===== src/hdl/ssmc_pkg.sv =====
// ---------------------------------------------------------------------------
// ssmc_pkg
// Types, constants and decimal helpers of the seven-segment display controller.
// ---------------------------------------------------------------------------
package ssmc_pkg;

   localparam int DIGIT_COUNT = 4;
   localparam int GLYPH_COUNT = 17;
   localparam int GLYPH_IDX_W = $clog2(GLYPH_COUNT);
   localparam int CSR_INDEX_W = 3;
   localparam int CSR_DATA_W  = 16;

   localparam logic [7:0]  DOT_BIT            = 8'h80;
   localparam logic [7:0]  BLANK_PATTERN      = 8'h00;
   localparam logic [7:0]  FULL_PATTERN       = 8'hFF;
   localparam logic [7:0]  GLYPH_C            = 8'd12;
   localparam logic [7:0]  GLYPH_H            = 8'd16;
   localparam logic [15:0] FLASH_PERIOD_RESET = 16'd500;

   localparam logic [7:0] GLYPH_ROM [GLYPH_COUNT] = '{
      8'h3F, 8'h06, 8'h5B, 8'h4F, 8'h66, 8'h6D, 8'h7D, 8'h07,
      8'h7F, 8'h6F, 8'h77, 8'h7C, 8'h39, 8'h5E, 8'h79, 8'h71, 8'h74
   };

   typedef enum logic [3:0] {
      ACT_SCAN  = 4'd0,
      ACT_TIME  = 4'd1,
      ACT_RAW   = 4'd2,
      ACT_GLYPH = 4'd3,
      ACT_COLON = 4'd4,
      ACT_DOT   = 4'd5,
      ACT_HHMM  = 4'd6,
      ACT_MMDD  = 4'd7,
      ACT_YEAR  = 4'd8,
      ACT_TEMP  = 4'd9,
      ACT_HUMID = 4'd10,
      ACT_CLEAR = 4'd11,
      ACT_SET   = 4'd12
   } action_type;

   typedef enum logic [CSR_INDEX_W-1:0] {
      CSR_FLASH_COLON   = 3'd0,
      CSR_FLASH_MINUTES = 3'd1,
      CSR_FLASH_HOURS   = 3'd2,
      CSR_FLASH_EVERY   = 3'd3,
      CSR_FLASH_PERIOD  = 3'd4
   } csr_index_type;

   typedef struct packed {
      logic              flash_colon_on;
      logic              flash_minutes_on;
      logic              flash_hours_on;
      logic              flash_every_digit;
      logic [15:0]       flash_period_ms;
   } ssmc_cfg_type;

   typedef struct packed {
      logic [3:0]        action;
      logic [1:0]        digit_position;
      logic [7:0]        data_byte;
      logic signed [16:0] value_first;
      logic [7:0]        value_second;
      logic [31:0]       time_ms;
   } ssmc_item_type;

   typedef struct packed {
      logic                               scan;
      logic                               flash;
      logic                               clear;
      logic                               set;
      logic                               colon_wr;
      logic                               colon_value;
      logic [DIGIT_COUNT-1:0]             wr_mask;
      logic [DIGIT_COUNT-1:0][7:0]        wr_pattern;
      logic [DIGIT_COUNT-1:0]             dot_mask;
      logic [31:0]                        time_ms;
   } ssmc_cmd_type;

   typedef struct packed {
      logic [3:0] digit_select_n;
      logic [7:0] segments_n;
      logic       colon_drive;
   } ssmc_result_type;

   // blank for any index past the table
   function automatic logic [7:0] glyph_pattern(input logic [7:0] idx);
      logic [7:0] pat;
      pat = BLANK_PATTERN;
      if (idx < 8'(GLYPH_COUNT)) begin
         pat = GLYPH_ROM[idx[GLYPH_IDX_W-1:0]];
      end
      return pat;
   endfunction

   function automatic logic signed [16:0] clamp_s17(input logic signed [16:0] v,
                                                    input logic signed [16:0] lo,
                                                    input logic signed [16:0] hi);
      logic signed [16:0] r;
      r = v;
      if (v < lo) begin
         r = lo;
      end else if (v > hi) begin
         r = hi;
      end
      return r;
   endfunction

   // reciprocal multiplies, exact for inputs below 16384
   function automatic logic [13:0] div10(input logic [13:0] x);
      logic [29:0] p;
      p = 30'(x) * 30'd52429;
      return {3'b000, p[29:19]};
   endfunction

   function automatic logic [13:0] div100(input logic [13:0] x);
      logic [26:0] p;
      p = 27'(x) * 27'd5243;
      return {6'b000000, p[26:19]};
   endfunction

   function automatic logic [13:0] div1000(input logic [13:0] x);
      logic [27:0] p;
      p = 28'(x) * 28'd8389;
      return {9'b000000000, p[27:23]};
   endfunction

   function automatic logic [13:0] times10(input logic [13:0] x);
      return 14'({x, 3'b000} + {x, 1'b0});
   endfunction

endpackage


===== src/hdl/ssmc_channels.sv =====
// ---------------------------------------------------------------------------
// ssmc channel interfaces
// Valid/ready request and response channels of the display controller.
// ---------------------------------------------------------------------------
interface ssmc_req_if;
   logic               valid;
   logic               ready;
   logic [3:0]         action;
   logic [1:0]         digit_position;
   logic [7:0]         data_byte;
   logic signed [16:0] value_first;
   logic [7:0]         value_second;
   logic [31:0]        time_ms;

   modport source (output valid, action, digit_position, data_byte, value_first,
                   value_second, time_ms, input ready);
   modport sink   (input valid, action, digit_position, data_byte, value_first,
                   value_second, time_ms, output ready);
endinterface

interface ssmc_rsp_if;
   logic       valid;
   logic       ready;
   logic [3:0] digit_select_n;
   logic [7:0] segments_n;
   logic       colon_drive;

   modport source (output valid, digit_select_n, segments_n, colon_drive, input ready);
   modport sink   (input valid, digit_select_n, segments_n, colon_drive, output ready);
endinterface


===== src/hdl/seven_segment_mux_controller.sv =====
// ---------------------------------------------------------------------------
// seven_segment_mux_controller
// Four-digit multiplexed seven-segment display driver with colon.
// ---------------------------------------------------------------------------
// Usage:
//   req_ch carries one command: a scan tick, a flash time event, clear, set,
//   or a write of raw bytes, glyphs, colon, decimal points or formatted values.
//   Only a scan tick produces a transaction on rsp_ch: the active-low digit
//   strobe, the inverted segments of that digit and the colon level.
//   csr_* writes the flash flags and flash period; write them while idle.
// Timing:
//   A request is captured in an input register, applied to the display state
//   as it leaves that register, and its scan result lands in the output
//   register at the same edge. One transaction per cycle is sustained unless
//   a scan tick waits on a stalled rsp_ch; the path from the input register
//   through the decimal formatting (reciprocal multiplies and glyph lookup)
//   into the state registers is the critical stage.
// Reset and stall:
//   Reset clears the display, enables, colon, scan index and flash timer,
//   sets the held segments to all ones and the flash period to 500 ms.
//   While rsp_ch is stalled with a result pending, non-scan commands still
//   go through; a scan tick waits in the input register and holds req_ch.
// ---------------------------------------------------------------------------
module seven_segment_mux_controller import ssmc_pkg::*; (
   input  logic                   clock,
   input  logic                   reset,
   ssmc_req_if.sink               req_ch,
   ssmc_rsp_if.source             rsp_ch,
   input  logic                   csr_write_en,
   input  logic [CSR_INDEX_W-1:0] csr_index,
   input  logic [CSR_DATA_W-1:0]  csr_wdata
);

   ssmc_cfg_type    cfg_ff, cfg_in;
   ssmc_item_type   item_ff, item_in;
   logic            in_valid_ff, in_valid_in;
   ssmc_result_type out_ff, out_in;
   logic            out_valid_ff, out_valid_in;
   ssmc_cmd_type    cmd;
   ssmc_result_type result;
   logic            req_accept;
   logic            advance;

   always_comb begin
      cfg_in = cfg_ff;
      if (csr_write_en) begin
         case (csr_index_type'(csr_index))
            CSR_FLASH_COLON:   cfg_in.flash_colon_on    = csr_wdata[0];
            CSR_FLASH_MINUTES: cfg_in.flash_minutes_on  = csr_wdata[0];
            CSR_FLASH_HOURS:   cfg_in.flash_hours_on    = csr_wdata[0];
            CSR_FLASH_EVERY:   cfg_in.flash_every_digit = csr_wdata[0];
            CSR_FLASH_PERIOD:  cfg_in.flash_period_ms   = csr_wdata;
            default:           cfg_in = cfg_ff;
         endcase
      end
   end

   ssmc_format u_format (
      .item (item_ff),
      .cmd  (cmd)
   );

   ssmc_display_state u_state (
      .clock   (clock),
      .reset   (reset),
      .advance (advance),
      .cmd     (cmd),
      .cfg     (cfg_ff),
      .result  (result)
   );

   // a scan may only move on when the output register has room
   assign advance      = in_valid_ff && (!cmd.scan || !out_valid_ff || rsp_ch.ready);
   assign req_ch.ready = !reset && (!in_valid_ff || advance);
   assign req_accept   = req_ch.valid && req_ch.ready;

   always_comb begin
      item_in.action         = req_ch.action;
      item_in.digit_position = req_ch.digit_position;
      item_in.data_byte      = req_ch.data_byte;
      item_in.value_first    = req_ch.value_first;
      item_in.value_second   = req_ch.value_second;
      item_in.time_ms        = req_ch.time_ms;

      in_valid_in = in_valid_ff;
      if (req_accept) begin
         in_valid_in = 1'b1;
      end else if (advance) begin
         in_valid_in = 1'b0;
      end

      out_in       = out_ff;
      out_valid_in = out_valid_ff;
      if (advance && cmd.scan) begin
         out_in       = result;
         out_valid_in = 1'b1;
      end else if (rsp_ch.ready) begin
         out_valid_in = 1'b0;
      end
   end

   always_ff @(posedge clock) begin
      if (reset) begin
         cfg_ff       <= '{flash_colon_on:    1'b0,
                           flash_minutes_on:  1'b0,
                           flash_hours_on:    1'b0,
                           flash_every_digit: 1'b0,
                           flash_period_ms:   FLASH_PERIOD_RESET};
         in_valid_ff  <= 1'b0;
         out_valid_ff <= 1'b0;
      end else begin
         cfg_ff       <= cfg_in;
         in_valid_ff  <= in_valid_in;
         out_valid_ff <= out_valid_in;
      end
   end

   // payload registers
   always_ff @(posedge clock) begin
      if (req_accept) begin
         item_ff <= item_in;
      end
      out_ff <= out_in;
   end

   assign rsp_ch.valid          = out_valid_ff;
   assign rsp_ch.digit_select_n = out_ff.digit_select_n;
   assign rsp_ch.segments_n     = out_ff.segments_n;
   assign rsp_ch.colon_drive    = out_ff.colon_drive;

endmodule


===== src/hdl/ssmc_format.sv =====
// ---------------------------------------------------------------------------
// ssmc_format
// Decodes one registered transaction into digit writes and state commands.
// ---------------------------------------------------------------------------
module ssmc_format import ssmc_pkg::*; (
   input  ssmc_item_type item,
   output ssmc_cmd_type  cmd
);

   logic signed [16:0] hour_s, month_s, year_s, temp_s, humid_s, temp_abs;
   logic [5:0]         minute, day, pair_a, pair_b;
   logic [13:0]        a_q, b_q, a_r, b_r;
   logic               temp_neg;
   logic [13:0]        num, q10, q100, q1000, r0, r1, r2;
   logic [7:0]         d0, d1, d2, d3, hundreds;
   logic [3:0]         pos_mask;
   logic [7:0]         tenths_p0, tenths_p1, tenths_p2;

   always_comb begin
      hour_s   = clamp_s17(item.value_first, 17'sd0, 17'sd23);
      month_s  = clamp_s17(item.value_first, 17'sd1, 17'sd12);
      year_s   = clamp_s17(item.value_first, 17'sd0, 17'sd9999);
      temp_s   = clamp_s17(item.value_first, -17'sd400, 17'sd1250);
      humid_s  = clamp_s17(item.value_first, 17'sd0, 17'sd1000);
      temp_neg = temp_s[16];
      temp_abs = temp_neg ? 17'(-temp_s) : temp_s;

      minute = (item.value_second > 8'd59) ? 6'd59 : item.value_second[5:0];
      if (item.value_second == 8'd0) begin
         day = 6'd1;
      end else if (item.value_second > 8'd31) begin
         day = 6'd31;
      end else begin
         day = item.value_second[5:0];
      end
   end

   // two-digit pairs
   always_comb begin
      pair_a = (action_type'(item.action) == ACT_MMDD) ? month_s[5:0] : hour_s[5:0];
      pair_b = (action_type'(item.action) == ACT_MMDD) ? day : minute;
      a_q    = div10({8'b0, pair_a});
      b_q    = div10({8'b0, pair_b});
      a_r    = 14'({8'b0, pair_a} - times10(a_q));
      b_r    = 14'({8'b0, pair_b} - times10(b_q));
   end

   // shared decimal split for year, temperature and humidity
   always_comb begin
      case (action_type'(item.action))
         ACT_YEAR: num = year_s[13:0];
         ACT_TEMP: num = temp_abs[13:0];
         default:  num = humid_s[13:0];
      endcase
      q10      = div10(num);
      q100     = div100(num);
      q1000    = div1000(num);
      r0       = 14'(num - times10(q10));
      r1       = 14'(q10 - times10(q100));
      r2       = 14'(q100 - times10(q1000));
      d0       = {4'b0, r0[3:0]};
      d1       = {4'b0, r1[3:0]};
      d2       = {4'b0, r2[3:0]};
      d3       = {4'b0, q1000[3:0]};
      hundreds = q100[7:0];

      tenths_p0 = glyph_pattern(hundreds);
      tenths_p1 = glyph_pattern(d1) | DOT_BIT;
      tenths_p2 = glyph_pattern(d0);
   end

   always_comb begin
      pos_mask = 4'b0001 << item.digit_position;

      cmd             = '0;
      cmd.time_ms     = item.time_ms;
      cmd.colon_value = item.data_byte[0];

      case (action_type'(item.action))
         ACT_SCAN:  cmd.scan = 1'b1;
         ACT_TIME:  cmd.flash = 1'b1;
         ACT_RAW: begin
            cmd.wr_mask = pos_mask;
            for (int i = 0; i < DIGIT_COUNT; i++) begin
               cmd.wr_pattern[i] = item.data_byte;
            end
         end
         ACT_GLYPH: begin
            cmd.wr_mask = pos_mask;
            for (int i = 0; i < DIGIT_COUNT; i++) begin
               cmd.wr_pattern[i] = glyph_pattern(item.data_byte);
            end
         end
         ACT_COLON: cmd.colon_wr = 1'b1;
         ACT_DOT:   cmd.dot_mask = pos_mask;
         ACT_HHMM, ACT_MMDD: begin
            cmd.wr_mask       = 4'hF;
            cmd.wr_pattern[0] = glyph_pattern(a_q[7:0]);
            cmd.wr_pattern[1] = glyph_pattern(a_r[7:0]);
            cmd.wr_pattern[2] = glyph_pattern(b_q[7:0]);
            cmd.wr_pattern[3] = glyph_pattern(b_r[7:0]);
         end
         ACT_YEAR: begin
            cmd.wr_mask       = 4'hF;
            cmd.wr_pattern[0] = glyph_pattern(d3);
            cmd.wr_pattern[1] = glyph_pattern(d2);
            cmd.wr_pattern[2] = glyph_pattern(d1);
            cmd.wr_pattern[3] = glyph_pattern(d0);
         end
         ACT_TEMP: begin
            cmd.wr_mask       = 4'hF;
            cmd.wr_pattern[0] = temp_neg ? (tenths_p0 | DOT_BIT) : tenths_p0;
            cmd.wr_pattern[1] = tenths_p1;
            cmd.wr_pattern[2] = tenths_p2;
            cmd.wr_pattern[3] = glyph_pattern(GLYPH_C);
         end
         ACT_HUMID: begin
            cmd.wr_mask       = 4'hF;
            cmd.wr_pattern[0] = tenths_p0;
            cmd.wr_pattern[1] = tenths_p1;
            cmd.wr_pattern[2] = tenths_p2;
            cmd.wr_pattern[3] = glyph_pattern(GLYPH_H);
         end
         ACT_CLEAR: cmd.clear = 1'b1;
         ACT_SET:   cmd.set = 1'b1;
         default:   cmd.scan = 1'b0;
      endcase
   end

endmodule


===== src/hdl/ssmc_display_state.sv =====
// ---------------------------------------------------------------------------
// ssmc_display_state
// Digit patterns, enables, colon, scan index and flash timer, plus scan result.
// ---------------------------------------------------------------------------
module ssmc_display_state import ssmc_pkg::*; (
   input  logic            clock,
   input  logic            reset,
   input  logic            advance,
   input  ssmc_cmd_type    cmd,
   input  ssmc_cfg_type    cfg,
   output ssmc_result_type result
);

   logic [DIGIT_COUNT-1:0][7:0] pattern_ff, pattern_in;
   logic [DIGIT_COUNT-1:0]      enable_ff, enable_in;
   logic                        colon_ff, colon_in;
   logic [1:0]                  index_ff, index_in;
   logic [31:0]                 last_flash_ff, last_flash_in;
   logic [7:0]                  hold_ff, hold_in;
   logic [31:0]                 elapsed;
   logic                        flip;
   logic                        busy;

   always_comb begin
      result.digit_select_n = 4'hF;
      result.segments_n     = hold_ff;
      result.colon_drive    = colon_ff;
      if (enable_ff[index_ff]) begin
         result.digit_select_n = ~(4'b1000 >> index_ff);
         result.segments_n     = ~pattern_ff[index_ff];
      end
   end

   always_comb begin
      pattern_in    = pattern_ff;
      enable_in     = enable_ff;
      colon_in      = colon_ff;
      index_in      = index_ff;
      last_flash_in = last_flash_ff;
      hold_in       = hold_ff;
      elapsed       = cmd.time_ms - last_flash_ff;
      flip          = 1'b0;
      busy          = 1'b0;

      if (advance) begin
         if (cmd.scan) begin
            hold_in  = result.segments_n;
            index_in = index_ff + 2'd1;
         end

         // toggles apply in order: colon, minutes, hours, every digit
         if (cmd.flash && (elapsed > {16'b0, cfg.flash_period_ms})) begin
            last_flash_in = cmd.time_ms;
            if (cfg.flash_colon_on) begin
               colon_in = ~colon_ff;
            end
            if (cfg.flash_minutes_on) begin
               flip         = ~enable_in[3];
               enable_in[3] = flip;
               enable_in[2] = flip;
            end
            if (cfg.flash_hours_on) begin
               flip         = ~enable_in[1];
               enable_in[1] = flip;
               enable_in[0] = flip;
            end
            if (cfg.flash_every_digit) begin
               flip      = ~enable_in[1];
               enable_in = {DIGIT_COUNT{flip}};
            end
         end

         if (cmd.clear) begin
            pattern_in = '0;
            enable_in  = '0;
            colon_in   = 1'b0;
         end
         if (cmd.set) begin
            pattern_in = {DIGIT_COUNT{FULL_PATTERN}};
            enable_in  = '1;
            colon_in   = 1'b1;
         end
         if (cmd.colon_wr) begin
            colon_in = cmd.colon_value;
         end

         // a write enables its digit unless that digit's group is flashing
         for (int i = 0; i < DIGIT_COUNT; i++) begin
            busy = (i >= 2) ? (cfg.flash_every_digit | cfg.flash_minutes_on)
                            : (cfg.flash_every_digit | cfg.flash_hours_on);
            if (cmd.wr_mask[i]) begin
               pattern_in[i] = cmd.wr_pattern[i];
               if (!busy) begin
                  enable_in[i] = 1'b1;
               end
            end
            if (cmd.dot_mask[i]) begin
               pattern_in[i] = pattern_in[i] | DOT_BIT;
            end
         end
      end
   end

   always_ff @(posedge clock) begin
      if (reset) begin
         pattern_ff    <= '0;
         enable_ff     <= '0;
         colon_ff      <= 1'b0;
         index_ff      <= 2'd0;
         last_flash_ff <= 32'd0;
         hold_ff       <= FULL_PATTERN;
      end else begin
         pattern_ff    <= pattern_in;
         enable_ff     <= enable_in;
         colon_ff      <= colon_in;
         index_ff      <= index_in;
         last_flash_ff <= last_flash_in;
         hold_ff       <= hold_in;
      end
   end

endmodule


===== src/flat_wrapper.sv =====
// flat-port wrapper written by rule: the top's interface ports become plain ports
module seven_segment_mux_controller_flat import ssmc_pkg::*;
  (clock, reset, csr_write_en, csr_index, csr_wdata, req_ch_valid, req_ch_action, req_ch_digit_position, req_ch_data_byte, req_ch_value_first, req_ch_value_second, req_ch_time_ms, req_ch_ready, rsp_ch_valid, rsp_ch_digit_select_n, rsp_ch_segments_n, rsp_ch_colon_drive, rsp_ch_ready);
  ssmc_req_if req_ch_i ();
  ssmc_rsp_if rsp_ch_i ();
  input  logic clock;
  input  logic reset;
  input  logic csr_write_en;
  input  logic [CSR_INDEX_W-1:0] csr_index;
  input  logic [CSR_DATA_W-1:0] csr_wdata;
  input wire logic [$bits(req_ch_i.valid)-1:0] req_ch_valid;
  input wire logic [$bits(req_ch_i.action)-1:0] req_ch_action;
  input wire logic [$bits(req_ch_i.digit_position)-1:0] req_ch_digit_position;
  input wire logic [$bits(req_ch_i.data_byte)-1:0] req_ch_data_byte;
  input wire logic [$bits(req_ch_i.value_first)-1:0] req_ch_value_first;
  input wire logic [$bits(req_ch_i.value_second)-1:0] req_ch_value_second;
  input wire logic [$bits(req_ch_i.time_ms)-1:0] req_ch_time_ms;
  output wire logic [$bits(req_ch_i.ready)-1:0] req_ch_ready;
  output wire logic [$bits(rsp_ch_i.valid)-1:0] rsp_ch_valid;
  output wire logic [$bits(rsp_ch_i.digit_select_n)-1:0] rsp_ch_digit_select_n;
  output wire logic [$bits(rsp_ch_i.segments_n)-1:0] rsp_ch_segments_n;
  output wire logic [$bits(rsp_ch_i.colon_drive)-1:0] rsp_ch_colon_drive;
  input wire logic [$bits(rsp_ch_i.ready)-1:0] rsp_ch_ready;
  assign req_ch_i.valid = req_ch_valid;
  assign req_ch_i.action = req_ch_action;
  assign req_ch_i.digit_position = req_ch_digit_position;
  assign req_ch_i.data_byte = req_ch_data_byte;
  assign req_ch_i.value_first = req_ch_value_first;
  assign req_ch_i.value_second = req_ch_value_second;
  assign req_ch_i.time_ms = req_ch_time_ms;
  assign req_ch_ready = req_ch_i.ready;
  assign rsp_ch_valid = rsp_ch_i.valid;
  assign rsp_ch_digit_select_n = rsp_ch_i.digit_select_n;
  assign rsp_ch_segments_n = rsp_ch_i.segments_n;
  assign rsp_ch_colon_drive = rsp_ch_i.colon_drive;
  assign rsp_ch_i.ready = rsp_ch_ready;
  seven_segment_mux_controller u_core (.clock(clock), .reset(reset), .req_ch(req_ch_i), .rsp_ch(rsp_ch_i), .csr_write_en(csr_write_en), .csr_index(csr_index), .csr_wdata(csr_wdata));
endmodule

===== config.mk =====
export PLATFORM = sky130hd
export DESIGN_NAME = seven_segment_mux_controller_flat
export DESIGN_NICKNAME = d
export VERILOG_FILES = /design/src/hdl/ssmc_pkg.sv /design/src/hdl/ssmc_channels.sv /design/src/hdl/seven_segment_mux_controller.sv /design/src/hdl/ssmc_format.sv /design/src/hdl/ssmc_display_state.sv /design/src/flat_wrapper.sv
export SDC_FILE = /design/constraint.sdc
export NUM_CORES = 1
export LEC_CHECK = 0
export ABC_AREA = 1
export BUFFER_PORTS_ARGS = -buffer_cell sky130_fd_sc_hd__buf_2
export CORE_ASPECT_RATIO = 0.75
export CORE_MARGIN = 5
export CORE_UTILIZATION = 50
export CTS_CLUSTER_DIAMETER = 200
export DETAILED_ROUTE_END_ITERATION = 12
export PLACE_DENSITY = 0.68
export RECOVER_POWER = 100
export SKIP_LAST_GASP = 1
export SYNTH_ARGS = -nofsm -noshare
export SYNTH_HDL_FRONTEND = slang
export SYNTH_SLANG_ARGS = --single-unit

===== constraint.sdc =====
create_clock -name clock -period 9.7 [get_ports clock]
set_input_delay 1.455 -clock clock [delete_from_list [all_inputs] [get_ports clock]]
set_output_delay 1.455 -clock clock [all_outputs]
set_load 0.01 [all_outputs]

==> impl_metrics.ini, run 1 <==
[synth]
ys.flop_type = dfxtp_1
ys_ff_latch = 185
yosysSeqAreaShare_pct = 18.97
syn-cell-area_um2 = 23960
async_flop_share_pct = 0
synth.avg_cell_area_um2 = 7.655
yosys_warnings = 0
synth_cell_type_count = 72
synthCells = 3130
synth_edf_count = 84

[worst_setup_path]
crit_top_cell = nand2_1
crit_slowest_cell = xor2_1
end_kind = flop
r2r_slack_ns = 0.55
crit_type = flop to flop
endpoint = u_core.u_state.pattern_ff[8]$_SDFFE_PP0P_
cpPeakStageDelay_ns = 0.58
cp_data_required_time_ns = 10.03
crit_path_start = u_core.item_ff[44]$_DFFE_PP_
ff2ff_path_depth = 48
crit_arrival_ns = 9.49
rr_startpoint = u_core.item_ff[44]$_DFFE_PP_
rr_endpoint = u_core.u_state.pattern_ff[8]$_SDFFE_PP0P_
crit_fanout = 10
critPathLaunchType = flop

[cts]
clock_path_buffers = 2
path_clk_slew_ns = 0.08
htreeDepth = 4
cts_tree = yes
cts_buffers = 17
clkLatencyLatePin_ns = 0.46
cts-root-buf = clkbuf_16
cts.sinks = 185

[drt]
dr.pass1.iters = 6
drtIter0Drc = 1906
ant_nets = 0
dr_total_vias = 21330
wl_mm = 67.46
via_per_inst = 5.470
drcViolationCount = 0
wl_per_cell_um = 17.30

[finish]
antennaDiodeCount = 0
layout-drive-gt1-share_pct = 7.515
fin_nets = 3907
instances_no_fill = 3899
final_cell_mix = inv_1 (630), nand2_1 (486), ha_1 (419)
fin_util_pct = 54.61
fin_area_um2 = 25880
final_common_cell = inv_1
area.growth.synth_to_final_pct = 8.016

[sta]
rsz0062_at_grt = false
worst_slew_pin_slew_ns = 3.986
fmax_mhz = 109.3
fin_hold_ws_ns = 0.4632
setup_viol = 0
skew_ns = 0.01611
final_max_slew_viol_count = 224
tns_ns = 0
hold_viol_final = 0
relSlewSlack_pct = -165.8
fin_crit_ns = 9.152
post-route-period-util_pct = 94.36

[floorplan]
start_util_pct = 50.55
die_h_um = 199.6
core_area_um2 = 47400
die_w_um = 262.8
pin_count = 110
die_area_um2 = 52440
rows = 69

[hold_path]
min_from = u_core.u_state.last_flash_ff[8]$_SDFFE_PP0P_
min-delay-path-class = flop to flop

[grt]
busiest_layer = met1
met3_usage_pct = 7.952
grt_pass1_vias = 20890
antenna_found_initial = 2
grt-ovfl-total = 0
grt_util_met2_pct = 37.06
grt_max_degree = 87
grt_pass1_wl_mm = 108.0
use_met1_pct = 37.27
grt_use_total_pct = 25.52

[outcome]
violations = max-capacitance violations, max-slew violations
status = finished, violations left

[place]
dpl.hpwl_mm = 56.33
dp.cells = 3864
gp_congestion = 1.008
port_buffers = 109
postPlaceCellArea_um2 = 25320

[flow_run]
maxCapViolCount = 3

[pwr]
vdd_ir_drop_max_v = 0.0002441
power_density_nw_per_um2 = 271.2
p_leak_uw = 0.01318
where the power goes:
| part | total (µW) | internal [µW] | switching (µW) |
|---|---|---|---|
| registers | 883 | 854 | 28.3 |
| clock network | 713 | 352 | 360 |
| logic | 5430 | 1900 | 3530 |
| total | 7020 | 3100 | 3920 |
sequential cells by signal (all words and copies together) (netlist names), 2 cells and up:
name and count:
u_core.cfg_ff 20, u_core.item_ff 71, u_core.rsp_ch.digit_select_n 4, u_core.rsp_ch.segments_n 8, u_core.u_state.enable_ff 4, u_core.u_state.hold_ff 8, u_core.u_state.index_ff 2, u_core.u_state.last_flash_ff 32
u_core.u_state.pattern_ff 32
layout make-up:
type	count	area, µm²
Clock buffer	18	439.2
Clock inverter	14	152.6
Fill cell	4462	21520
Inverter	648	2437
Multi-Input combinational cell	2261	16820
Sequential cell	185	4544
Tap cell	639	799.5
Timing Repair Buffer	134	691.9
critical path: cells and delay by family (launching register included):
kind / cells / cell delay [ns]
xor gates and xnor gates: 1 / 0.58
DFF: 1 / 0.44
AOI/OAI and AO/OA: 10 / 1.53
and+or+nand+nor: 20 / 2.48
adders and majority gates: 9 / 2.97
buffers and inverters: 8 / 1.02
metrics by stage:
step | power (µW) | setup WS (ns)
after CTS | 6962 | 0.4452
after global placement | 6166 | 0.8184
after global routing | 7856 | 0.02603
final | 7020 | 0.5475
after floorplan | 4968 | 1.215
after detailed placement | 6207 | 0.4908
per-layer routing:
layer / vias to the layer above / routed length (µm)
met5: - / 9
met4: 2 / 1219
met3: 72 / 6360
met2: 667 / 27230
met1: 10080 / 32630
li1: 10510 / -
cell families (layout without fill, tap and decap cells):
group           count (synthesis)  after routing  synth area share (%)
other cells                     2              6               0.03134
compound gates                635            635                 14.74
buf+inv                       688            814                 10.98
fa+ha+maj                     565            565                 34.08
simple gates                  993            993                 18.77
xor+xnor                       62             62                 2.439
flops                         185            185                 18.97
worst min-delay path by stage:
stage	endpoint	cells after the start
6_report	u_core.u_state.last_flash_ff[8]$_SDFFE_PP0P_	2
5_1_grt	u_core.u_state.last_flash_ff[3]$_SDFFE_PP0P_	2
4_1_cts	u_core.u_state.last_flash_ff[4]$_SDFFE_PP0P_	2
3_5_place_dp	u_core.u_state.last_flash_ff[4]$_SDFFE_PP0P_	2
3_3_place_gp	u_core.u_state.last_flash_ff[0]$_SDFFE_PP0P_	2
2_1_floorplan	u_core.u_state.last_flash_ff[0]$_SDFFE_PP0P_	2
what timing repair did:
| item | 4_1_cts | 5_1_grt |
|---|---|---|
| hold buffers | 0 | 0 |
| setup buffers | 0 | 3 |
| endpoints found under the setup margin | 0 | 19 |
| gates resized for setup | 0 | 8 |
| hold endpoints to repair | 0 | 0 |
cell usage after synthesis (32+ instances only):
cell type,number,area (µm²)
inv_1,632,2372
nand4_1,35,219.0
edfxtp_1,84,2522
ha_1,419,5243
nor3_1,32,160.2
nor2_1,192,720.7
o21ai_0,225,1126
nand2_1,485,1821
nand3_1,146,730.7
fa_1,146,2923
a21oi_1,269,1346
xor2_1,34,297.8
dfxtp_1,101,2022
Note: power is estimated with default switching activity, not from simulation.
==> run 2: changes to the inputs <==
Settings changed: CORE_MARGIN 5 to not set, SLEW_MARGIN set to 20.
==> impl_metrics.ini, run 2 (synthesized netlist as in run 1, its figures left out) <==
[grt]
grt-ovfl-total = 0
grt_pass1_wl_mm = 106.3
grt_pass1_vias = 20480
antenna_found_initial = 2
grt_use_total_pct = 27.63
grt_max_degree = 87

[drt]
drcViolationCount = 0
wl_per_cell_um = 16.87
ant_nets = 0
dr.pass1.iters = 8
dr_total_vias = 21390
via_per_inst = 5.480
drtIter0Drc = 2050
wl_mm = 65.84

[sta]
fin_hold_ws_ns = 0.4634
tns_ns = 0
final_max_slew_viol_count = 204
relSlewSlack_pct = -123.4
setup_ws_ns = 0.6471
worst_slew_pin_slew_ns = 3.351
setup_viol = 0
rsz0062_at_grt = false
fmax_mhz = 110.5
fin_crit_ns = 9.053
hold_viol_final = 0
skew_ns = 0.02020
post-route-period-util_pct = 93.33

[worst_setup_path]
cpPeakStageDelay_ns = 0.53
critPathLaunchType = flop
endpoint = u_core.u_state.pattern_ff[20]$_SDFFE_PP0P_
crit_path_start = u_core.item_ff[42]$_DFFE_PP_
crit_slowest_cell = edfxtp_1
r2r_slack_ns = 0.65
cp_top_family = adder cells
cp_data_required_time_ns = 10.08
rr_startpoint = u_core.item_ff[42]$_DFFE_PP_
end_kind = flop
path_buf_inv = 8
rr_endpoint = u_core.u_state.pattern_ff[20]$_SDFFE_PP0P_
cp.depth = 46
crit_top_cell = inv_1
crit_type = flop to flop
crit_arrival_ns = 9.43
crit_fanout = 10
ff2ff_path_depth = 46

[pwr]
power_density_nw_per_um2 = 272.5
p_leak_uw = 0.01319
vdd_ir_drop_max_v = 0.0002839

[cts]
cts.sinks = 185
path_clk_slew_ns = 0.08
clkLatencyLatePin_ns = 0.46
cts_buffers = 17
cts-root-buf = clkbuf_16
clock_path_buffers = 2
htreeDepth = 4
cts_hold_buffers = 0
cts_tree = yes

[finish]
area.growth.synth_to_final_pct = 8.303
reg_top3 = u_core.item_ff (71), u_core.u_state.last_flash_ff (32), u_core.u_state.pattern_ff (32)
final_common_cell = inv_1
layout-drive-gt1-share_pct = 7.598
fin_nets = 3911
max_flop_register = u_core.item_ff
largest_register_ff_count = 71
antennaDiodeCount = 0
final_cell_mix = inv_1 (630), nand2_1 (484), ha_1 (419)
fin_area_um2 = 25950

[outcome]
status = finished, violations left
violations = max-capacitance violations, max-slew violations

[place]
dpl.hpwl_mm = 55.01
postPlaceCellArea_um2 = 25330
pre_cts_ws_ns = 0.4846
gp_congestion = 1.004
port_buffers = 109

[floorplan]
start_util_pct = 50.65
die_area_um2 = 48810
die_h_um = 191.6
rows = 69
pin_count = 110
core_area_um2 = 47310
die_w_um = 254.8

[hold_path]
min-delay-path-class = flop to flop

[flow_run]
maxCapViolCount = 3
## run 2: layout make-up
| class | instances | area (µm²) |
|---|---|---|
| clock buffers | 18 | 429.2 |
| clock inverters | 14 | 186.4 |
| fillers | 4563 | 21360 |
| inverters | 648 | 2441 |
| multi-input cells | 2261 | 16830 |
| flip-flops and latches | 185 | 4544 |
| well taps | 639 | 799.5 |
| repair buffers | 138 | 715.7 |
## run 2: routing by layer
| metal | vias up | global-route usage [%] | part of all wire, % |
|---|---|---|---|
| met1 | 10080 | 41.81 | 49 |
| met2 | 709 | 40.65 | 41 |
| met4 | 0 | 5.343 | 1.5 |
| met3 | 77 | 5.136 | 7.9 |
| met5 | - | 0 | 0 |
| li1 | 10530 | - | - |
## run 2: report_power, final
group          internal [µW]  switching, µW  total (µW)
logic                   1880           3560        5440
registers                854           28.5         882
clock network            393            356         749
## run 2: worst min-delay path by stage
stage / from / endpoint / slack [ns] / depth (start not counted)
after CTS: u_core.u_state.last_flash_ff[3]$_SDFFE_PP0P_ / u_core.u_state.last_flash_ff[3]$_SDFFE_PP0P_ / 0.47 / 2
after detailed placement: u_core.u_state.hold_ff[5]$_SDFFE_PP1P_ / u_core.u_state.hold_ff[5]$_SDFFE_PP1P_ / 0.45 / 2
after global placement: u_core.u_state.last_flash_ff[0]$_SDFFE_PP0P_ / u_core.u_state.last_flash_ff[0]$_SDFFE_PP0P_ / 0.44 / 2
final: u_core.u_state.last_flash_ff[18]$_SDFFE_PP0P_ / u_core.u_state.last_flash_ff[18]$_SDFFE_PP0P_ / 0.46 / 2
after floorplan: u_core.u_state.last_flash_ff[0]$_SDFFE_PP0P_ / u_core.u_state.last_flash_ff[0]$_SDFFE_PP0P_ / 0.43 / 2
after global routing: u_core.u_state.last_flash_ff[24]$_SDFFE_PP0P_ / u_core.u_state.last_flash_ff[24]$_SDFFE_PP0P_ / 0.48 / 2
## run 2: repair_timing
action                     4_1_cts  5_1_grt
resized for setup                0       12
hold endpoints to repair         0        0
buffers inserted                 0        5
setup endpoints to repair        0       20
## run 2: worst reg2reg max path, delay by kind of cell, from the launching register on
family / cells / cell delay (ns)
DFF: 1 / 0.53
adders and majority gates: 9 / 3.38
buffers and inverters: 8 / 0.72
and+or+nand+nor: 14 / 1.77
AOI/OAI and AO/OA: 11 / 1.82
xor gates and xnor gates: 4 / 0.76
## run 2: metrics by stage
step | utilization, % | instances | total power (µW)
4_1_cts | 54.85 | 3898 | 7015
6_report | 54.85 | 3903 | 7071
3_3_place_gp | 53.54 | 3866 | 6210
5_1_grt | 54.85 | 3903 | 7915
2_1_floorplan | - | 3134 | 4968
3_5_place_dp | 53.54 | 3866 | 6230
